**src/sat_pkg.sv**
```systemverilog
// Shared types and constants for the servo angle table PWM unit.
package sat_pkg;

    localparam logic [7:0]  ANGLE_LIMIT     = 8'd180;
    localparam logic [11:0] PULSE_MIN_RESET = 12'd125;
    localparam logic [11:0] PULSE_MAX_RESET = 12'd460;

    // ceil(2^28 / 180): exact floor quotient for products below 2^20
    localparam logic [20:0] RECIP_K     = 21'd1491309;
    localparam int          RECIP_SHIFT = 28;

    localparam logic REG_PULSE_MIN = 1'b0;
    localparam logic REG_PULSE_MAX = 1'b1;

    typedef enum logic [2:0] {
        ACT_ATTACH  = 3'd0,
        ACT_SET     = 3'd1,
        ACT_MOVE    = 3'd2,
        ACT_REFRESH = 3'd3,
        ACT_HOME    = 3'd4,
        ACT_DETACH  = 3'd5
    } action_t;

    typedef enum logic [1:0] {
        MODE_SINGLE,
        MODE_REFRESH,
        MODE_HOME
    } mode_t;

    typedef enum logic [2:0] {
        ST_IDLE,
        ST_SCAN,
        ST_LOAD,
        ST_CALC,
        ST_OUT
    } state_t;

    typedef struct packed {
        logic [7:0]  angle;
        logic [11:0] pulse_min;
        logic [11:0] pulse_max;
    } duty_req_t;

endpackage

```
**src/sat_ram.sv**
```systemverilog
// Generic single-write, single-read RAM with registered read data.
module sat_ram #(
    parameter int WIDTH = 8,
    parameter int DEPTH = 16
) (
    input  logic                                 aclk,
    input  logic                                 we,
    input  logic [(DEPTH > 1 ? $clog2(DEPTH) : 1)-1:0] waddr,
    input  logic [WIDTH-1:0]                     wdata,
    input  logic [(DEPTH > 1 ? $clog2(DEPTH) : 1)-1:0] raddr,
    output logic [WIDTH-1:0]                     rdata
);

    logic [WIDTH-1:0] mem_reg [DEPTH];

    always_ff @(posedge aclk) begin
        if (we) begin
            mem_reg[waddr] <= wdata;
        end
        rdata <= mem_reg[raddr];
    end

endmodule

```
**src/sat_duty.sv**
```systemverilog
// Three-stage angle to PWM count mapper: multiply, reciprocal divide by 180, offset.
module sat_duty
    import sat_pkg::*;
(
    input  logic        aclk,
    input  logic        aresetn,
    input  logic        start,
    input  duty_req_t   req,
    output logic        done,
    output logic [11:0] duty
);

    logic               v1_reg, v2_reg, v3_reg;
    logic signed [21:0] p_reg;
    logic [11:0]        lo1_reg, lo2_reg;
    logic               neg_reg;
    logic [11:0]        q_reg;
    logic [11:0]        duty_reg;

    logic signed [12:0] diff;
    logic signed [21:0] p_next;
    logic [21:0]        p_abs;
    logic [40:0]        recip_prod;
    logic [12:0]        q_signed;
    logic [12:0]        sum;

    always_comb begin
        diff       = $signed({1'b0, req.pulse_max}) - $signed({1'b0, req.pulse_min});
        p_next     = $signed({1'b0, req.angle}) * diff;
        p_abs      = p_reg[21] ? 22'(-p_reg) : 22'(p_reg);
        recip_prod = 41'(p_abs[19:0]) * 41'(RECIP_K);
        q_signed   = neg_reg ? 13'(-{1'b0, q_reg}) : {1'b0, q_reg};
        sum        = q_signed + {1'b0, lo2_reg};
    end

    always_ff @(posedge aclk) begin
        if (!aresetn) begin
            v1_reg <= 1'b0;
            v2_reg <= 1'b0;
            v3_reg <= 1'b0;
        end else begin
            v1_reg <= start;
            v2_reg <= v1_reg;
            v3_reg <= v2_reg;
        end
    end

    always_ff @(posedge aclk) begin
        if (start) begin
            p_reg   <= p_next;
            lo1_reg <= req.pulse_min;
        end
        if (v1_reg) begin
            neg_reg <= p_reg[21];
            q_reg   <= recip_prod[RECIP_SHIFT +: 12];
            lo2_reg <= lo1_reg;
        end
        if (v2_reg) begin
            duty_reg <= sum[11:0];
        end
    end

    assign done = v3_reg;
    assign duty = duty_reg;

endmodule

```
**src/servo_angle_table_pwm_unit.sv**
```systemverilog
// Servo angle table with APB pulse registers and a scan sequencer around one duty mapper.
// Attach, set and detach-all finish in their accept cycle; ready stays high.
// Move: read, load, 3 mapper stages, then output load, which may stall on m_ready.
// Refresh-all / go-home: the scan walks entries up to the last flagged one; each flagged
// entry then goes through the shared mapper and the angle RAM port, one entry at a time.
// Synchronous active-low reset clears flags, sequencer and output valid; pulse regs to 125/460.
module servo_angle_table_pwm_unit
    import sat_pkg::*;
#(
    parameter int SERVO_COUNT = 16
) (
    input  logic        aclk,
    input  logic        aresetn,
    input  logic        psel,
    input  logic        penable,
    input  logic        pwrite,
    input  logic [2:0]  paddr,
    input  logic [31:0] pwdata,
    output logic [31:0] prdata,
    output logic        pready,
    input  logic        s_valid,
    output logic        s_ready,
    input  logic [2:0]  s_action,
    input  logic [3:0]  s_servo,
    input  logic [7:0]  s_angle,
    output logic        m_valid,
    input  logic        m_ready,
    output logic [3:0]  m_channel,
    output logic [11:0] m_duty,
    output logic        m_last
);

    localparam int IW = (SERVO_COUNT > 1) ? $clog2(SERVO_COUNT) : 1;

    state_t                 state_reg, state_next;
    mode_t                  mode_reg, mode_next;
    logic [IW-1:0]          idx_reg, idx_next;
    logic                   last_reg, last_next;
    logic [SERVO_COUNT-1:0] attached_reg, attached_next;
    logic [SERVO_COUNT-1:0] pending_reg, pending_next;
    logic [11:0]            pulse_min_reg, pulse_max_reg;
    logic                   m_valid_reg;
    logic [3:0]             m_channel_reg;
    logic [11:0]            m_duty_reg;
    logic                   m_last_reg;

    logic                   s_accept;
    logic                   cfg_write;
    logic [7:0]             angle_clamped;
    logic                   servo_ok;
    logic [IW-1:0]          sidx;
    logic                   at_end;
    logic [SERVO_COUNT-1:0] scan_vec;
    logic [SERVO_COUNT-1:0] upper_mask;
    logic                   hit;
    logic                   more;
    logic                   out_load;

    logic                   angle_we;
    logic [IW-1:0]          angle_waddr;
    logic [7:0]             angle_wdata;
    logic [7:0]             angle_rdata;
    logic                   home_we;
    logic [7:0]             home_rdata;

    logic                   duty_start;
    duty_req_t              duty_req;
    logic                   duty_done;
    logic [11:0]            duty_value;

    assign s_accept      = s_valid && s_ready;
    assign cfg_write     = psel && penable && pwrite && pready;
    assign pready        = 1'b1;
    assign prdata        = (paddr[2] == REG_PULSE_MAX) ? {20'd0, pulse_max_reg}
                                                       : {20'd0, pulse_min_reg};
    assign angle_clamped = (s_angle > ANGLE_LIMIT) ? ANGLE_LIMIT : s_angle;
    assign servo_ok      = 7'(s_servo) < 7'(SERVO_COUNT);
    assign sidx          = IW'(s_servo);
    assign at_end        = idx_reg == IW'(SERVO_COUNT - 1);
    assign scan_vec      = (mode_reg == MODE_HOME) ? attached_reg : pending_reg;
    assign upper_mask    = ~((SERVO_COUNT'(2) << idx_reg) - SERVO_COUNT'(1));
    assign more          = |(scan_vec & upper_mask);
    assign hit           = (mode_reg == MODE_SINGLE) || scan_vec[idx_reg];
    assign out_load      = (state_reg == ST_OUT) && (!m_valid_reg || m_ready);

    assign duty_req.angle     = (mode_reg == MODE_HOME) ? home_rdata : angle_rdata;
    assign duty_req.pulse_min = pulse_min_reg;
    assign duty_req.pulse_max = pulse_max_reg;

    sat_ram #(.WIDTH(8), .DEPTH(SERVO_COUNT)) u_angle_ram (
        .aclk  (aclk),
        .we    (angle_we),
        .waddr (angle_waddr),
        .wdata (angle_wdata),
        .raddr (idx_reg),
        .rdata (angle_rdata)
    );

    sat_ram #(.WIDTH(8), .DEPTH(SERVO_COUNT)) u_home_ram (
        .aclk  (aclk),
        .we    (home_we),
        .waddr (sidx),
        .wdata (angle_clamped),
        .raddr (idx_reg),
        .rdata (home_rdata)
    );

    sat_duty u_duty (
        .aclk    (aclk),
        .aresetn (aresetn),
        .start   (duty_start),
        .req     (duty_req),
        .done    (duty_done),
        .duty    (duty_value)
    );

    // next state
    always_comb begin
        state_next = state_reg;
        unique case (state_reg)
            ST_IDLE: begin
                if (s_accept) begin
                    if (s_action == ACT_REFRESH || s_action == ACT_HOME) begin
                        state_next = ST_SCAN;
                    end else if (s_action == ACT_MOVE && servo_ok && attached_reg[sidx]) begin
                        state_next = ST_SCAN;
                    end
                end
            end
            ST_SCAN: begin
                priority if (hit) begin
                    state_next = ST_LOAD;
                end else if (at_end) begin
                    state_next = ST_IDLE;
                end else begin
                    state_next = ST_SCAN;
                end
            end
            ST_LOAD: state_next = ST_CALC;
            ST_CALC: begin
                if (duty_done) begin
                    state_next = ST_OUT;
                end
            end
            ST_OUT: begin
                if (out_load) begin
                    state_next = last_reg ? ST_IDLE : ST_SCAN;
                end
            end
            default: state_next = ST_IDLE;
        endcase
    end

    // sequencer outputs
    always_comb begin
        s_ready       = 1'b0;
        mode_next     = mode_reg;
        idx_next      = idx_reg;
        last_next     = last_reg;
        attached_next = attached_reg;
        pending_next  = pending_reg;
        angle_we      = 1'b0;
        angle_waddr   = sidx;
        angle_wdata   = angle_clamped;
        home_we       = 1'b0;
        duty_start    = 1'b0;
        unique case (state_reg)
            ST_IDLE: begin
                s_ready = 1'b1;
                if (s_accept) begin
                    unique case (s_action)
                        ACT_ATTACH: begin
                            if (servo_ok) begin
                                attached_next[sidx] = 1'b1;
                                home_we             = 1'b1;
                            end
                        end
                        ACT_SET: begin
                            if (servo_ok && attached_reg[sidx]) begin
                                angle_we           = 1'b1;
                                pending_next[sidx] = 1'b1;
                            end
                        end
                        ACT_MOVE: begin
                            if (servo_ok && attached_reg[sidx]) begin
                                angle_we  = 1'b1;
                                mode_next = MODE_SINGLE;
                                idx_next  = sidx;
                            end
                        end
                        ACT_REFRESH: begin
                            mode_next = MODE_REFRESH;
                            idx_next  = '0;
                        end
                        ACT_HOME: begin
                            mode_next = MODE_HOME;
                            idx_next  = '0;
                        end
                        ACT_DETACH: attached_next = '0;
                        default: ;
                    endcase
                end
            end
            ST_SCAN: begin
                priority if (hit) begin
                    last_next = (mode_reg == MODE_SINGLE) || !more;
                end else if (!at_end) begin
                    idx_next = idx_reg + IW'(1);
                end else begin
                    idx_next = idx_reg;
                end
            end
            ST_LOAD: begin
                duty_start            = 1'b1;
                pending_next[idx_reg] = 1'b0;
                if (mode_reg == MODE_HOME) begin
                    angle_we    = 1'b1;
                    angle_waddr = idx_reg;
                    angle_wdata = home_rdata;
                end
            end
            ST_CALC: ;
            ST_OUT: begin
                if (out_load && !last_reg) begin
                    idx_next = idx_reg + IW'(1);
                end
            end
            default: ;
        endcase
    end

    always_ff @(posedge aclk) begin
        if (!aresetn) begin
            state_reg     <= ST_IDLE;
            mode_reg      <= MODE_SINGLE;
            idx_reg       <= '0;
            last_reg      <= 1'b0;
            attached_reg  <= '0;
            pending_reg   <= '0;
            pulse_min_reg <= PULSE_MIN_RESET;
            pulse_max_reg <= PULSE_MAX_RESET;
            m_valid_reg   <= 1'b0;
        end else begin
            state_reg    <= state_next;
            mode_reg     <= mode_next;
            idx_reg      <= idx_next;
            last_reg     <= last_next;
            attached_reg <= attached_next;
            pending_reg  <= pending_next;
            if (cfg_write) begin
                if (paddr[2] == REG_PULSE_MAX) begin
                    pulse_max_reg <= pwdata[11:0];
                end else begin
                    pulse_min_reg <= pwdata[11:0];
                end
            end
            if (out_load) begin
                m_valid_reg <= 1'b1;
            end else if (m_ready) begin
                m_valid_reg <= 1'b0;
            end
        end
    end

    always_ff @(posedge aclk) begin
        if (out_load) begin
            m_channel_reg <= 4'(idx_reg);
            m_duty_reg    <= duty_value;
            m_last_reg    <= last_reg;
        end
    end

    assign m_valid   = m_valid_reg;
    assign m_channel = m_channel_reg;
    assign m_duty    = m_duty_reg;
    assign m_last    = m_last_reg;

    a_idx_range: assert property (@(posedge aclk) disable iff (!aresetn)
        state_reg == ST_SCAN |-> idx_reg <= IW'(SERVO_COUNT - 1))
        else $error("scan index beyond table");

    a_beat_from_out: assert property (@(posedge aclk) disable iff (!aresetn)
        $rose(m_valid_reg) |-> $past(state_reg == ST_OUT))
        else $error("output beat loaded outside output state");

    a_last_to_idle: assert property (@(posedge aclk) disable iff (!aresetn)
        (out_load && last_reg) |=> state_reg == ST_IDLE)
        else $error("sequencer did not finish after last beat");

    a_load_starts_map: assert property (@(posedge aclk) disable iff (!aresetn)
        state_reg == ST_LOAD |=> (state_reg == ST_CALC && !duty_done))
        else $error("mapper start out of step with sequencer");

endmodule
```
**config.mk**
```make
export PLATFORM = sky130hd
export DESIGN_NAME = servo_angle_table_pwm_unit
export DESIGN_NICKNAME = d
export VERILOG_FILES = /design/src/sat_pkg.sv /design/src/sat_ram.sv /design/src/sat_duty.sv /design/src/servo_angle_table_pwm_unit.sv
export SDC_FILE = /design/constraint.sdc
export NUM_CORES = 1
export LEC_CHECK = 0
export BUFFER_PORTS_ARGS = -buffer_cell sky130_fd_sc_hd__buf_2
export CORE_MARGIN = 2
export CORE_UTILIZATION = 57
export CTS_CLUSTER_SIZE = 8
export DETAILED_ROUTE_END_ITERATION = 8
export GPL_TIMING_DRIVEN = 1
export PLACE_DENSITY_LB_ADDON = 0.15
export SYNTH_ARGS = -nofsm -noshare
export SYNTH_HDL_FRONTEND = slang
export SYNTH_SLANG_ARGS = --single-unit
```
**constraint.sdc**
```tcl
create_clock -name aclk -period 7.6 [get_ports aclk]
set_clock_uncertainty 0.1 [all_clocks]
set_input_delay 0 -clock aclk [delete_from_list [all_inputs] [get_ports aclk]]
set_output_delay 0 -clock aclk [all_outputs]
set_load 0.005 [all_outputs]
```
Word-level counts from Yosys, hierarchy flattened
Memory sizes are Yosys's and may differ from the RTL's. A register that Yosys moved wholly into a read port is not among the register bits. Index checks and enable logic that the tools add are counted.

Bits of input ports: 57. Memory bits (read-only): 0. Memories kept: 2. Output and inout port bits: 52. Bits in writable memories: 256. Bits in registers: 158. Latch bits: 0.

Memory list: u_angle_ram.mem_reg (depth 16, bits a word 8, rd ports 1, clocked after memory_dff 1, write ports 1, line sat_ram.sv:14) `logic [WIDTH-1:0] mem_reg [DEPTH];`; u_home_ram.mem_reg (depth 16, bits a word 8, rd ports 1, clocked after memory_dff 1, write ports 1, line sat_ram.sv:14).

Reductions and logical operators: 34. Multiply operators: 2. Bitwise operators: 7. $add $sub $neg: 6. Div/mod/pow operators: 0. Eq/ne operators: 23. Order comparisons: 5. Shift operators: 1. Muxes and demuxes: 57.

Operators by type and width (number): $mux W16 (4); $pmux W16 S2 (2); $mul A20 B21 Y40 const B (1); $and A16 B16 Y16 (2); $mux W8 (4); $not A16 Y16 (2); $or A16 B16 Y16 (2); $mux W4 (7); $mux W12 (2); $mul A9 B13 Y22 (1); $mux W1 (21); $mux W20 (1); $neg A20 Y20 (1); $reduce_or A16 Y1 (1); $shl A2 B4 Y16 const A (1); $sub A16 B2 Y16 const B (1); $mux W3 (5); $pmux W3 S5 (1); $sub A12 B12 Y13 (1); $add A12 B12 Y12 (1); $eq A3 B2 Y1 const B (4); $neg A12 Y12 (1); $pmux W4 S3 (1); $reduce_and A4 Y1 (3); 29 further kinds (65).

Depth between registers and ports, before layout
Depth after elaboration: 9. Mapped depth: 28. Gate-level depth less buffers: 28.

Cells and area by module
A second synthesis with hierarchy kept.

Cell total of the unflattened synthesis: 2408. Area, all modules: 28897.7 um2.

Modules (own cells, without submodules): sat_duty (sequential area each 2162.1 um2, area each 13680.6 um2, cells each 1363, instances 1); sat_ram (sequential area each 4003.8 um2, area each 5147.4 um2, cells each 229, instances 2); servo_angle_table_pwm_unit (sequential area each 1851.8 um2, area each 4922.2 um2, cells each 587, instances 1).

Least setup slack after synthesis
No wires, ideal clock.

Path type: register to register. From: reg u_duty.p_reg[7]. To: reg u_duty.q_reg[3], data pin. Stages on the path, launching flop included: 22. Library setup time: 263 ps. Setup slack: -199 ps. Data arrival time: 7436 ps. Path buffers: 0. Required time: 7237 ps. Cell sequence: edfxtp_1 -> or4_4 -> or4_1 -> or2_2 -> o41ai_1 -> xnor2_1 -> ha_1 -> fa_1 -> fa_1 -> fa_1 -> fa_1 -> fa_1 -> fa_1 -> ha_1 -> a21o_1 -> a21oi_1 -> nor2b_1 -> or4_1 -> o211ai_1 -> nand2b_1 -> a211oi_1 -> nor2_1.

Word-level cells in the longest chain between the ends: 3.

RTL lines: start, declared (line sat_duty.sv:14) `logic signed [21:0] p_reg;`; start signal, assigned (line sat_duty.sv:50) `p_reg <= p_next;`; $neg A20 Y20 (line sat_duty.sv:30) `p_abs = p_reg[21] ? 22'(-p_reg) : 22'(p_reg);`; $mux W20 (*) (line sat_duty.sv:30); $mul A20 B21 Y40 (*) (line sat_duty.sv:31) `recip_prod = 41'(p_abs[19:0]) * 41'(RECIP_K);`; via u_duty.recip_prod[31] (line sat_duty.sv:23) `logic [40:0] recip_prod;`; end signal, assigned (line sat_duty.sv:55) `q_reg <= recip_prod[RECIP_SHIFT +: 12];`; end, declared (line sat_duty.sv:17) `logic [11:0] q_reg;`.

The timed path passes the listed nets; every way through them passes the cells marked *. A chain may end at the register's enable or synchronous reset.

Final worst setup path
From: reg u_duty.p_reg[7]. To: reg u_duty.q_reg[7], data pin.

The elaborated chain is that of the path after synthesis.

==> results.py <==
metrics = {
    "die": {
        "rows": 82,
        "die-height_um": 228.2,
        "die_x_um": 228.2,
        "start_util_pct": 57.46,
        "pin_count": 109,
        "die_area_mm2": 0.05207,
        "core_region_area_mm2": 0.04986,
    },
    "global_route": {
        "grt_use_met1_pct": 37.42,
        "grt_overflow": 0,
        "grt_pass1_vias": 19177,
        "use_met3_pct": 4.038,
        "grt_pass1_wl_um": 108300,
        "busiest_layer": "met2",
        "antenna_found_initial": 0,
        "grt_max_degree": 72,
        "grt_usage_pct": 26.97,
        "grtUsageMet2_pct": 44.21,
    },
    "outcome": {
        "status": "finished with violations",
        "violations": "negative setup slack",
    },
    "worst_setup_path": {
        "crit_start": "u_duty.p_reg[7]",
        "reg2reg_from": "u_duty.p_reg[7]",
        "reg2reg_depth": 22,
        "worstPathArrival_ns": 8.08,
        "regToRegSetupSlack_ns": -0.24,
        "r2r_end": "u_duty.q_reg[7]",
        "endpoint": "u_duty.q_reg[7]",
        "required_ns": 7.85,
        "path_max_fanout": 4,
        "start_kind": "flop",
        "critical_path_class": "reg2reg",
        "cp-end-kind": "flop",
    },
    "sta": {
        "finalCritPeriodShare_pct": 103.1,
        "finalMaxSlewViolations": 0,
        "slew_headroom_pct": 16.99,
        "setup_violations": 10,
        "setup_tns_ns": -1.264,
        "hold_viol_final": 0,
        "hold_ws_ns": 0.01901,
        "tightest_slew_ns": 1.241,
        "fmax_mhz": 127.6,
        "rsz0062_at_grt": "true",
        "final.setup.worst_slack_ns": -0.2365,
        "period_minus_slack_ns": 7.836,
    },
    "synth": {
        "synth.distinct_cells": 72,
        "synthSimpleGateAreaFrac_pct": 8.119,
        "ys_ff_latch": 429,
        "yosysSeqAreaShare_pct": 41.96,
        "ys_warn_count": 0,
        "synthMuxAreaShare_pct": 9.023,
        "synth_top_flop_cell": "edfxtp_1",
        "synth_top_family_by_area": "adder cells",
        "async_flop_share_pct": 0,
        "synth_edf_count": 343,
        "synth-adder-area-share_pct": 25.43,
        "synth_compound_area_share_pct": 6.084,
        "synth_area_mm2": 0.02865,
        "synth_cells": 2369,
        "avgSynthCellArea_um2": 12.09,
        "synth_xor_area_share_pct": 2.812,
    },
    "clock_network": {
        "htree_levels": 2,
        "tritoncts": "built",
        "worst_skew_pair.late_latency_ns": 0.65,
        "path_clk_slew_ns": 0.05,
        "cts_made_buffers": 60,
        "cts_buffer_depth": 3,
        "cts_root_buf": "clkbuf_16",
        "clock-sinks": 429,
    },
    "job": {
        "cap_viol_max_count": 0,
    },
    "detailed_routing": {
        "dr.pass1.iters": 6,
        "vias_per_cell": 5.722,
        "via_count": 18729,
        "route.detailed.drc": 0,
        "drt_wl_total_um": 68760,
        "drt_iter0_drc": 1387,
        "ant_nets": 0,
        "avgRoutedWirePerCell_um": 21.01,
    },
    "finish": {
        "fin_area_mm2": 0.03278,
        "fillers": 3809,
        "diodes": 0,
        "final_layout_size_suffix_gt1_share_pct": 16.15,
        "syn_to_final_growth_pct": 14.43,
        "num-nets-final": 3069,
    },
    "placement": {
        "place.port_buffers": 65,
        "post-place-ws_ns": -0.3505,
        "gp_congestion": 0.9096,
        "dp_hpwl_um": 51040,
        "placed_cell_area_mm2": 0.03013,
    },
    "worst_hold_path": {
        "min_from": "s_angle[0]",
        "min_path_type": "in2reg",
    },
}
==> cells in the mapped netlist (all sizes together) (12+ instances only) <==
library cell  count  share of area [%]
xor2             21               0.64
ha              256                 11
mux2i            22               0.77
edfxtp          343                 36
inv             376                4.9
mux4             95                7.5
dfxtp            86                6.0
nand3            35               0.61
or3              14               0.31
fa              204                 14
o21ai            67                1.2
nor2            152                2.0
a21oi            92                1.6
buf              39               0.86
nand2b           25               0.55
mux2             20               0.79
a211oi           12               0.36
clkbuf           56               0.73
nand2           141                1.8
xnor2            71                2.2
nor3             48               0.84
a21o             17               0.45
nor2b            25               0.55
==> worst max-delay path, stage by stage, from the launching register on <==
cell and delay (ns):
edfxtp_1 0.38, or4_4 0.54, or4_4 0.53, or2_4 0.27, o41ai_4 0.26, xnor2_2 0.22, ha_4 0.27, fa_1 0.47
fa_1 0.50, fa_1 0.53, fa_1 0.44, fa_1 0.51, fa_1 0.59, ha_4 0.22, a21o_1 0.15, a21oi_1 0.14
nor2b_1 0.06, or4_4 0.53, o211ai_1 0.24, buf_4 0.21, o31ai_4 0.09, buf_4 0.16, xor2_1 0.13
==> cell type report <==
cell class                 count  area, µm²  area share, %
timing repair buffer         197       1408          4.294
clock inverter                 4      95.09         0.2901
inverter                     378       1419          4.328
sequential                   429      12030          36.69
tap                          672      840.8          2.565
clock buffer                 107       1718          5.240
multi-input combinational   1486      15270          46.59
==> placed cells by master, fill, tap and decap left out, drive strengths merged, types with 92 or more instances in the layout <==
master and n:
fa 204, inv 376, edfxtp 343, ha 256
a21oi 92, buf 162, mux4 95, nand2 141
nor2 152, clkbuf 107
==> layer usage <==
| metal | routed length [µm] | vias up |
|---|---|---|
| met3 | 4637 | 135 |
| met5 | 0 | - |
| met2 | 33050 | 678 |
| li1 | - | 8551 |
| met1 | 28910 | 9365 |
| met4 | 2159 | 0 |
==> what timing repair did <==
action / CTS / global route
gates resized for setup: 21 / 38
hold buffers: 35 / 0
pin swaps: 27 / 33
buffers inserted: 12 / 3
hold endpoints to repair: 131 / 0
setup endpoints to repair: 12 / 13
==> cells by family (layout without fill, tap and decap cells) <==
family                     after synthesis  after routing
AOI/OAI and AO/OA                      277            277
xor gates and xnor gates                92             92
adders and majority gates              460            460
buffers and inverters                  473            686
DFF                                    429            429
muxes                                  137            137
other                                    2             21
and+or+nand+nor                        499            499
==> per-stage QoR <==
| stage | util [%] | instances |
|---|---|---|
| after floorplan | - | 2388 |
| after global placement | 60.43 | 3112 |
| after detailed placement | 60.43 | 3112 |
| after CTS | 65.19 | 3270 |
| after global routing | 65.75 | 3273 |
| final | 65.75 | 3273 |
==> worst min path at each step <==
stage | end | slack [ns] | cells past startpoint
after global placement | pulse_min_reg[0] | 0.14 | 3
after global routing | u_home_ram.mem_reg[14][0] | 0.06 | 2
after floorplan | u_duty.done | 0.02 | 1
after detailed placement | pulse_min_reg[0] | 0.15 | 3
after CTS | pulse_max_reg[10] | 0.01 | 5
final | u_home_ram.mem_reg[14][0] | 0.02 | 2
Power is not shown: default switching activity piles up to over one toggle a cycle in this logic, so the estimate is an artifact.
